## src/hdl/lppr_pkg.sv

```systemverilog
// ----------------------------------------------------------------------------
// lppr_pkg
// Shared constants, register codes and types of the lossless pixel predictor.
// ----------------------------------------------------------------------------
package lppr_pkg;

  // Line store geometry
  localparam int MAX_WIDTH = 4096;
  localparam int COL_W     = $clog2(MAX_WIDTH);
  localparam int CNT_W     = COL_W + 1;

  // Field widths
  localparam int SAMPLE_W = 10;
  localparam int PIX_W    = 8;
  localparam int RW_W     = 13;
  localparam int MODE_W   = 3;

  // Configuration register indexes
  localparam logic [1:0] REG_PRED_MODE   = 2'd0;
  localparam logic [1:0] REG_DECODE_MODE = 2'd1;
  localparam logic [1:0] REG_ROW_WIDTH   = 2'd2;

  // Predictor codes (unused codes fall back to left)
  localparam logic [MODE_W-1:0] PRED_LEFT   = 3'd0;
  localparam logic [MODE_W-1:0] PRED_ABOVE  = 3'd1;
  localparam logic [MODE_W-1:0] PRED_MEAN   = 3'd2;
  localparam logic [MODE_W-1:0] PRED_PLANE  = 3'd3;
  localparam logic [MODE_W-1:0] PRED_MED    = 3'd4;

  // Border value of the first pixel in a frame
  localparam logic signed [SAMPLE_W-1:0] PRED_FIRST = 10'sd128;

  // Position of the pixel being predicted
  typedef struct packed {
    logic first_row;
    logic col_zero;
  } pos_t;

  // One result item
  typedef struct packed {
    logic signed [SAMPLE_W-1:0] prediction;
    logic [PIX_W-1:0]           view;
    logic [PIX_W-1:0]           pixel;
    logic signed [SAMPLE_W-1:0] residual;
  } result_t;

endpackage

```

## src/hdl/lppr_pred.sv

```systemverilog
// ----------------------------------------------------------------------------
// lppr_pred
// Predictor and residual datapath: picks the prediction from the left, upper
// and upper-left neighbours and forms residual, pixel and view residual.
// ----------------------------------------------------------------------------
module lppr_pred (
  input  logic [lppr_pkg::PIX_W-1:0]           nb_a,
  input  logic [lppr_pkg::PIX_W-1:0]           nb_b,
  input  logic [lppr_pkg::PIX_W-1:0]           nb_c,
  input  lppr_pkg::pos_t                       pos,
  input  logic [lppr_pkg::MODE_W-1:0]          pred_mode,
  input  logic                                 decode_mode,
  input  logic signed [lppr_pkg::SAMPLE_W-1:0] sample,
  output lppr_pkg::result_t                    res
);

  logic [8:0]         sum_ab;
  logic signed [10:0] lin;
  logic [7:0]         nb_max;
  logic [7:0]         nb_min;
  logic signed [9:0]  pred_core;
  logic signed [9:0]  pred;
  logic signed [11:0] rebuilt;
  logic [7:0]         pix;
  logic signed [9:0]  resid;
  logic signed [10:0] view_sum;

  // Neighbour arithmetic
  always_comb begin
    sum_ab = {1'b0, nb_a} + {1'b0, nb_b};
    lin    = $signed({2'b00, sum_ab}) - $signed({3'b000, nb_c});
    nb_max = (nb_a > nb_b) ? nb_a : nb_b;
    nb_min = (nb_a < nb_b) ? nb_a : nb_b;
  end

  // Predictor select
  always_comb begin
    case (pred_mode)
      lppr_pkg::PRED_ABOVE:  pred_core = $signed({2'b00, nb_b});
      lppr_pkg::PRED_MEAN:   pred_core = $signed({2'b00, sum_ab[8:1]});
      lppr_pkg::PRED_PLANE:  pred_core = lin[9:0];
      lppr_pkg::PRED_MED: begin
        if (nb_c >= nb_max) begin
          pred_core = $signed({2'b00, nb_min});
        end else if (nb_c <= nb_min) begin
          pred_core = $signed({2'b00, nb_max});
        end else begin
          pred_core = lin[9:0];
        end
      end
      default: pred_core = $signed({2'b00, nb_a});
    endcase
  end

  // Borders override the predictor
  always_comb begin
    if (pos.first_row && pos.col_zero) begin
      pred = lppr_pkg::PRED_FIRST;
    end else if (pos.first_row) begin
      pred = $signed({2'b00, nb_a});
    end else if (pos.col_zero) begin
      pred = $signed({2'b00, nb_b});
    end else begin
      pred = pred_core;
    end
  end

  // Encode or rebuild
  always_comb begin
    rebuilt = 12'(pred) + 12'(sample);
    if (decode_mode) begin
      resid = sample;
      if (rebuilt < 12'sd0) begin
        pix = 8'd0;
      end else if (rebuilt > 12'sd255) begin
        pix = 8'd255;
      end else begin
        pix = rebuilt[7:0];
      end
    end else begin
      if (sample < 10'sd0) begin
        pix = 8'd0;
      end else if (sample > 10'sd255) begin
        pix = 8'd255;
      end else begin
        pix = sample[7:0];
      end
      resid = $signed({2'b00, pix}) - pred;
    end
  end

  // View residual, offset by 128 and clamped
  always_comb begin
    view_sum = 11'(resid) + 11'sd128;
    res.prediction = pred;
    res.residual   = resid;
    res.pixel      = pix;
    if (view_sum < 11'sd0) begin
      res.view = 8'd0;
    end else if (view_sum > 11'sd255) begin
      res.view = 8'd255;
    end else begin
      res.view = view_sum[7:0];
    end
  end

endmodule
```

## config.mk

```make
export PLATFORM = sky130hd
export DESIGN_NAME = lppr_pred
export DESIGN_NICKNAME = d
export VERILOG_FILES = /design/src/hdl/lppr_pkg.sv /design/src/hdl/lppr_pred.sv
export SDC_FILE = /design/constraint.sdc
export NUM_CORES = 1
export LEC_CHECK = 0
export ABC_AREA = 1
export BUFFER_PORTS_ARGS = -buffer_cell sky130_fd_sc_hd__buf_2
export CAP_MARGIN = 20
export CORE_MARGIN = 2
export CORE_UTILIZATION = 30
export DETAILED_ROUTE_END_ITERATION = 16
export SLEW_MARGIN = 20
export SYNTH_ARGS = -nofsm -noshare
export SYNTH_HDL_FRONTEND = slang
export SYNTH_SLANG_ARGS = --single-unit
```

## constraint.sdc

```tcl
create_clock -name vclk -period 5.85
set_input_delay 0.585 -clock vclk [all_inputs]
set_output_delay 0.585 -clock vclk [all_outputs]
set_load 0.1 [all_outputs]
```

==> metrics.md <==
| Metric | Value |
|---|---|
| Combinational fraction of design power | 1.000 |
| Post-route ant nets | 0 |
| Starting density of the core | 0.308 |
| Critical-path maximum fanout | 8 |
| Met3 global-route usage | 0.00594 |
| Final RePlAce weighted congestion | 0.954 |
| Critical Path Source Type | primary input |
| Switching power total | 0.897 mW |
| Flop pwr share | 0 |
| Register area | 0 um^2 |
| Placement Cell Area | 5940 um^2 |
| Power density normalized to cell area | 215 nW/um^2 |
| Max-slew headroom at the worst pin | 0.574 |
| Type of element capturing the critical path | output pin |
| Total track usage | 0.238 |
| Layer with the highest usage | met2 |
| CP startpoint | nb_b[1] |
| Fillers | 1000 |
| Delay contributed by the slowest stage of the critical path | 0.34 ns |
| Die Y-Extent | 112 um |
| Post-DR wirelength/cell | 15.9 um |
| Internal power consumption | 0.639 mW |
| Residual overflow from global routing | 0 |
| Sequential fraction of the synthesis area | 0 |
| Syn. warnings | 0 |
| DRC Markers | 0 |
| Clk_buf instances | 0 |
| Wire length of the first global-routing pass | 25300 um |
| Count of input and output buffers | 76 |
| Gate count of the mapped netlist | 612 |
| Synth Area per Inst | 5.74 um^2 |
| Number of failing setup endpoints in the final timing report | 18 |
| Number of global-route vias before repair | 5233 |
| Row cnt | 39 |
| Max Clock Freq | 150 MHz |
| Violations in the final reports | negative setup slack |
| Crit path time final | 6.65 ns |
| Hold_sp | sample[0] |
| Antenna violations before repair | 0 |
| Final max-slew violation count | 0 |
| Clock power frac | 0 |
| Placeable core area | 11400 um^2 |
| Mean number of vias per cell | 5.13 |
| Worst slack on hold paths | 1.78 ns |
| Number of DRC violations after detailed-routing iteration 0 | 342 |
| Met1 usage | 0.324 |
| Slowest stage cell, crit path | sky130_fd_sc_hd__fa_2 |
| Total power draw | 1.54 mW |
| Final-stage net count | 978 |
| Post-synthesis net count | 716 |
| DP Wirelength | 12500 um |
| Placed cell count | 978 |
| Setup repair after global routing missed its margin | true |
| Fraction of final layout cells with drive strength greater than 1 | 0.556 |
| Post-route worst setup slack | -0.801 ns |
| Classification of the worst-slack hold path | in -> out |
| Arrival time at the worst endpoint | 6.07 ns |
| Die Width | 112 um |
| Final Hold Viols | 0 |
| Maximum ir drop on the vdd rail | 0.000167 V |
| Syn Std Cell Area | 3520 um^2 |
| GRT met2 Usage | 0.428 |
| Number of distinct standard cells referenced by the synthesized netlist | 49 |
| Number of hold buffers added after CTS | 0 |
| Sum of routed wire length over all layers | 16100 um |
| Total of max-cap violations | 0 |
| Critical path data required time | 5.27 ns |
| Worst Setup Path Type | in -> out |
| Layout Cells excl Fill | 1015 |
| Kind of cell adding the most delay to the critical path | simple AND/OR/NAND/NOR gates |
| Post-route fraction of the period consumed by the critical path | 1.14 |
| Total I/O pin count | 76 |
| Via count | 5208 |
| Pin count of the biggest net entering global routing | 18 |
| Growth of design area from synthesis to finish | 103% |
| Slew of the pin with the lowest slew margin | 0.638 ns |
| Sequential cells | 0 |
| Final design instance area without fill | 7140 um^2 |
| Antenna diode instance count | 0 |
| Fraction of power spent switching nets | 0.584 |
| Outcome | finished with violations |
| First-pass detailed-route iteration total | 5 |
| Count of buffer and inverter cells on the critical path | 13 |
| Leakage | 3.44 nW |
| Area of the die | 12600 um^2 |
routing by layer:
metal  routed length, um  up-vias  share of wire
met1                6940     2442           0.43
met5                   0        -              0
met4                 476        0          0.030
met3                 703       38          0.044
met2                7990      176           0.50
li1                    -     2552              -
final timing paths:
path,end,slack [ns],cells after the start
worst max-delay path,res[19],-0.80,44
worst min-delay path,res[0],1.78,4
cells in the mapped netlist (3+ instances only):
cell type | number | area [um^2]
sky130_fd_sc_hd__o2111ai_1 | 3 | 26.3
sky130_fd_sc_hd__nor3_1 | 5 | 25.0
sky130_fd_sc_hd__a211oi_1 | 4 | 30.0
sky130_fd_sc_hd__o21a_1 | 3 | 22.5
sky130_fd_sc_hd__nand3_2 | 8 | 80.1
sky130_fd_sc_hd__ha_1 | 60 | 751
sky130_fd_sc_hd__fa_1 | 4 | 80.1
sky130_fd_sc_hd__inv_2 | 12 | 45.0
sky130_fd_sc_hd__o211ai_1 | 5 | 37.5
sky130_fd_sc_hd__nor2_1 | 62 | 233
sky130_fd_sc_hd__inv_1 | 85 | 319
sky130_fd_sc_hd__o21ai_1 | 16 | 80.1
sky130_fd_sc_hd__xnor2_1 | 5 | 43.8
sky130_fd_sc_hd__o21ai_0 | 30 | 150
sky130_fd_sc_hd__nand3b_1 | 4 | 30.0
sky130_fd_sc_hd__nand2_1 | 157 | 589
sky130_fd_sc_hd__o22ai_1 | 6 | 37.5
sky130_fd_sc_hd__nand3_1 | 20 | 100
sky130_fd_sc_hd__nand2_2 | 6 | 37.5
sky130_fd_sc_hd__clkbuf_1 | 4 | 15.0
sky130_fd_sc_hd__xor2_1 | 9 | 78.8
sky130_fd_sc_hd__or2_2 | 5 | 31.3
sky130_fd_sc_hd__a21oi_2 | 5 | 43.8
sky130_fd_sc_hd__a21oi_1 | 56 | 280
sky130_fd_sc_hd__nand4_1 | 8 | 50.1
repair_timing:
action | CTS | global route
pin swaps | 49 | 72
buffers inserted | 27 | 11
gates cloned | 2 | 0
setup endpoints to repair | 20 | 22
endpoints found under the hold margin | 0 | 0
gates resized for setup | 121 | 89
metrics by stage:
step | worst slack [ns] | TNS, ns | util
floorplan | -0.977 | -13.08 | -
global placement | -0.730 | -11.03 | 0.520
detailed placement | -0.899 | -13.12 | 0.520
CTS | -0.648 | -8.73 | 0.584
global route | -1.07 | -16.61 | 0.626
finish | -0.801 | -11.44 | 0.626
logic make-up (layout without fill, tap and decap cells):
family | after synthesis | count (layout) | synth area share
xor+xnor | 14 | 14 | 0.0349
compound gates | 145 | 145 | 0.252
fa+ha+maj | 64 | 64 | 0.236
buf+inv | 105 | 364 | 0.116
simple gates | 284 | 285 | 0.360
cell type report:
type / count / area (um^2) / area share
inverter: 98 / 399 / 0.0559
tap: 143 / 179 / 0.0250
timing repair buffer: 266 / 2360 / 0.331
multi-input combinational: 508 / 4200 / 0.589
placed cells by master (no fill, tap or decap), types with 5 or more instances in the layout:
cell,n
sky130_fd_sc_hd__buf_6,27
sky130_fd_sc_hd__a21oi_1,37
sky130_fd_sc_hd__o22ai_1,5
sky130_fd_sc_hd__nand2_2,32
sky130_fd_sc_hd__nand3_1,13
sky130_fd_sc_hd__o211ai_1,5
sky130_fd_sc_hd__nand3_2,11
sky130_fd_sc_hd__a21oi_2,18
sky130_fd_sc_hd__a21oi_4,7
sky130_fd_sc_hd__inv_4,9
sky130_fd_sc_hd__o21ai_1,6
sky130_fd_sc_hd__buf_12,26
sky130_fd_sc_hd__xor2_1,6
sky130_fd_sc_hd__nor2_4,20
sky130_fd_sc_hd__nor2_1,41
sky130_fd_sc_hd__nand2_4,8
sky130_fd_sc_hd__ha_1,34
sky130_fd_sc_hd__inv_1,62
sky130_fd_sc_hd__nand3_4,5
sky130_fd_sc_hd__buf_4,171
sky130_fd_sc_hd__ha_4,25
sky130_fd_sc_hd__nand4_1,8
sky130_fd_sc_hd__o21ai_0,15
sky130_fd_sc_hd__o21ai_2,12
sky130_fd_sc_hd__o21ai_4,14
sky130_fd_sc_hd__buf_2,39
sky130_fd_sc_hd__nand2_1,125
sky130_fd_sc_hd__inv_2,24
power groups by stage:
| stage | Clock (mW) | Combinational [mW] | Sequential (mW) |
|---|---|---|---|
| floorplan | 0 | 0.786 | 0 |
| global placement | 0 | 1.26 | 0 |
| detailed placement | 0 | 1.28 | 0 |
| CTS | 0 | 1.41 | 0 |
| global route | 0 | 1.63 | 0 |
| finish | 0 | 1.54 | 0 |
(Power assumes the default switching activity.)
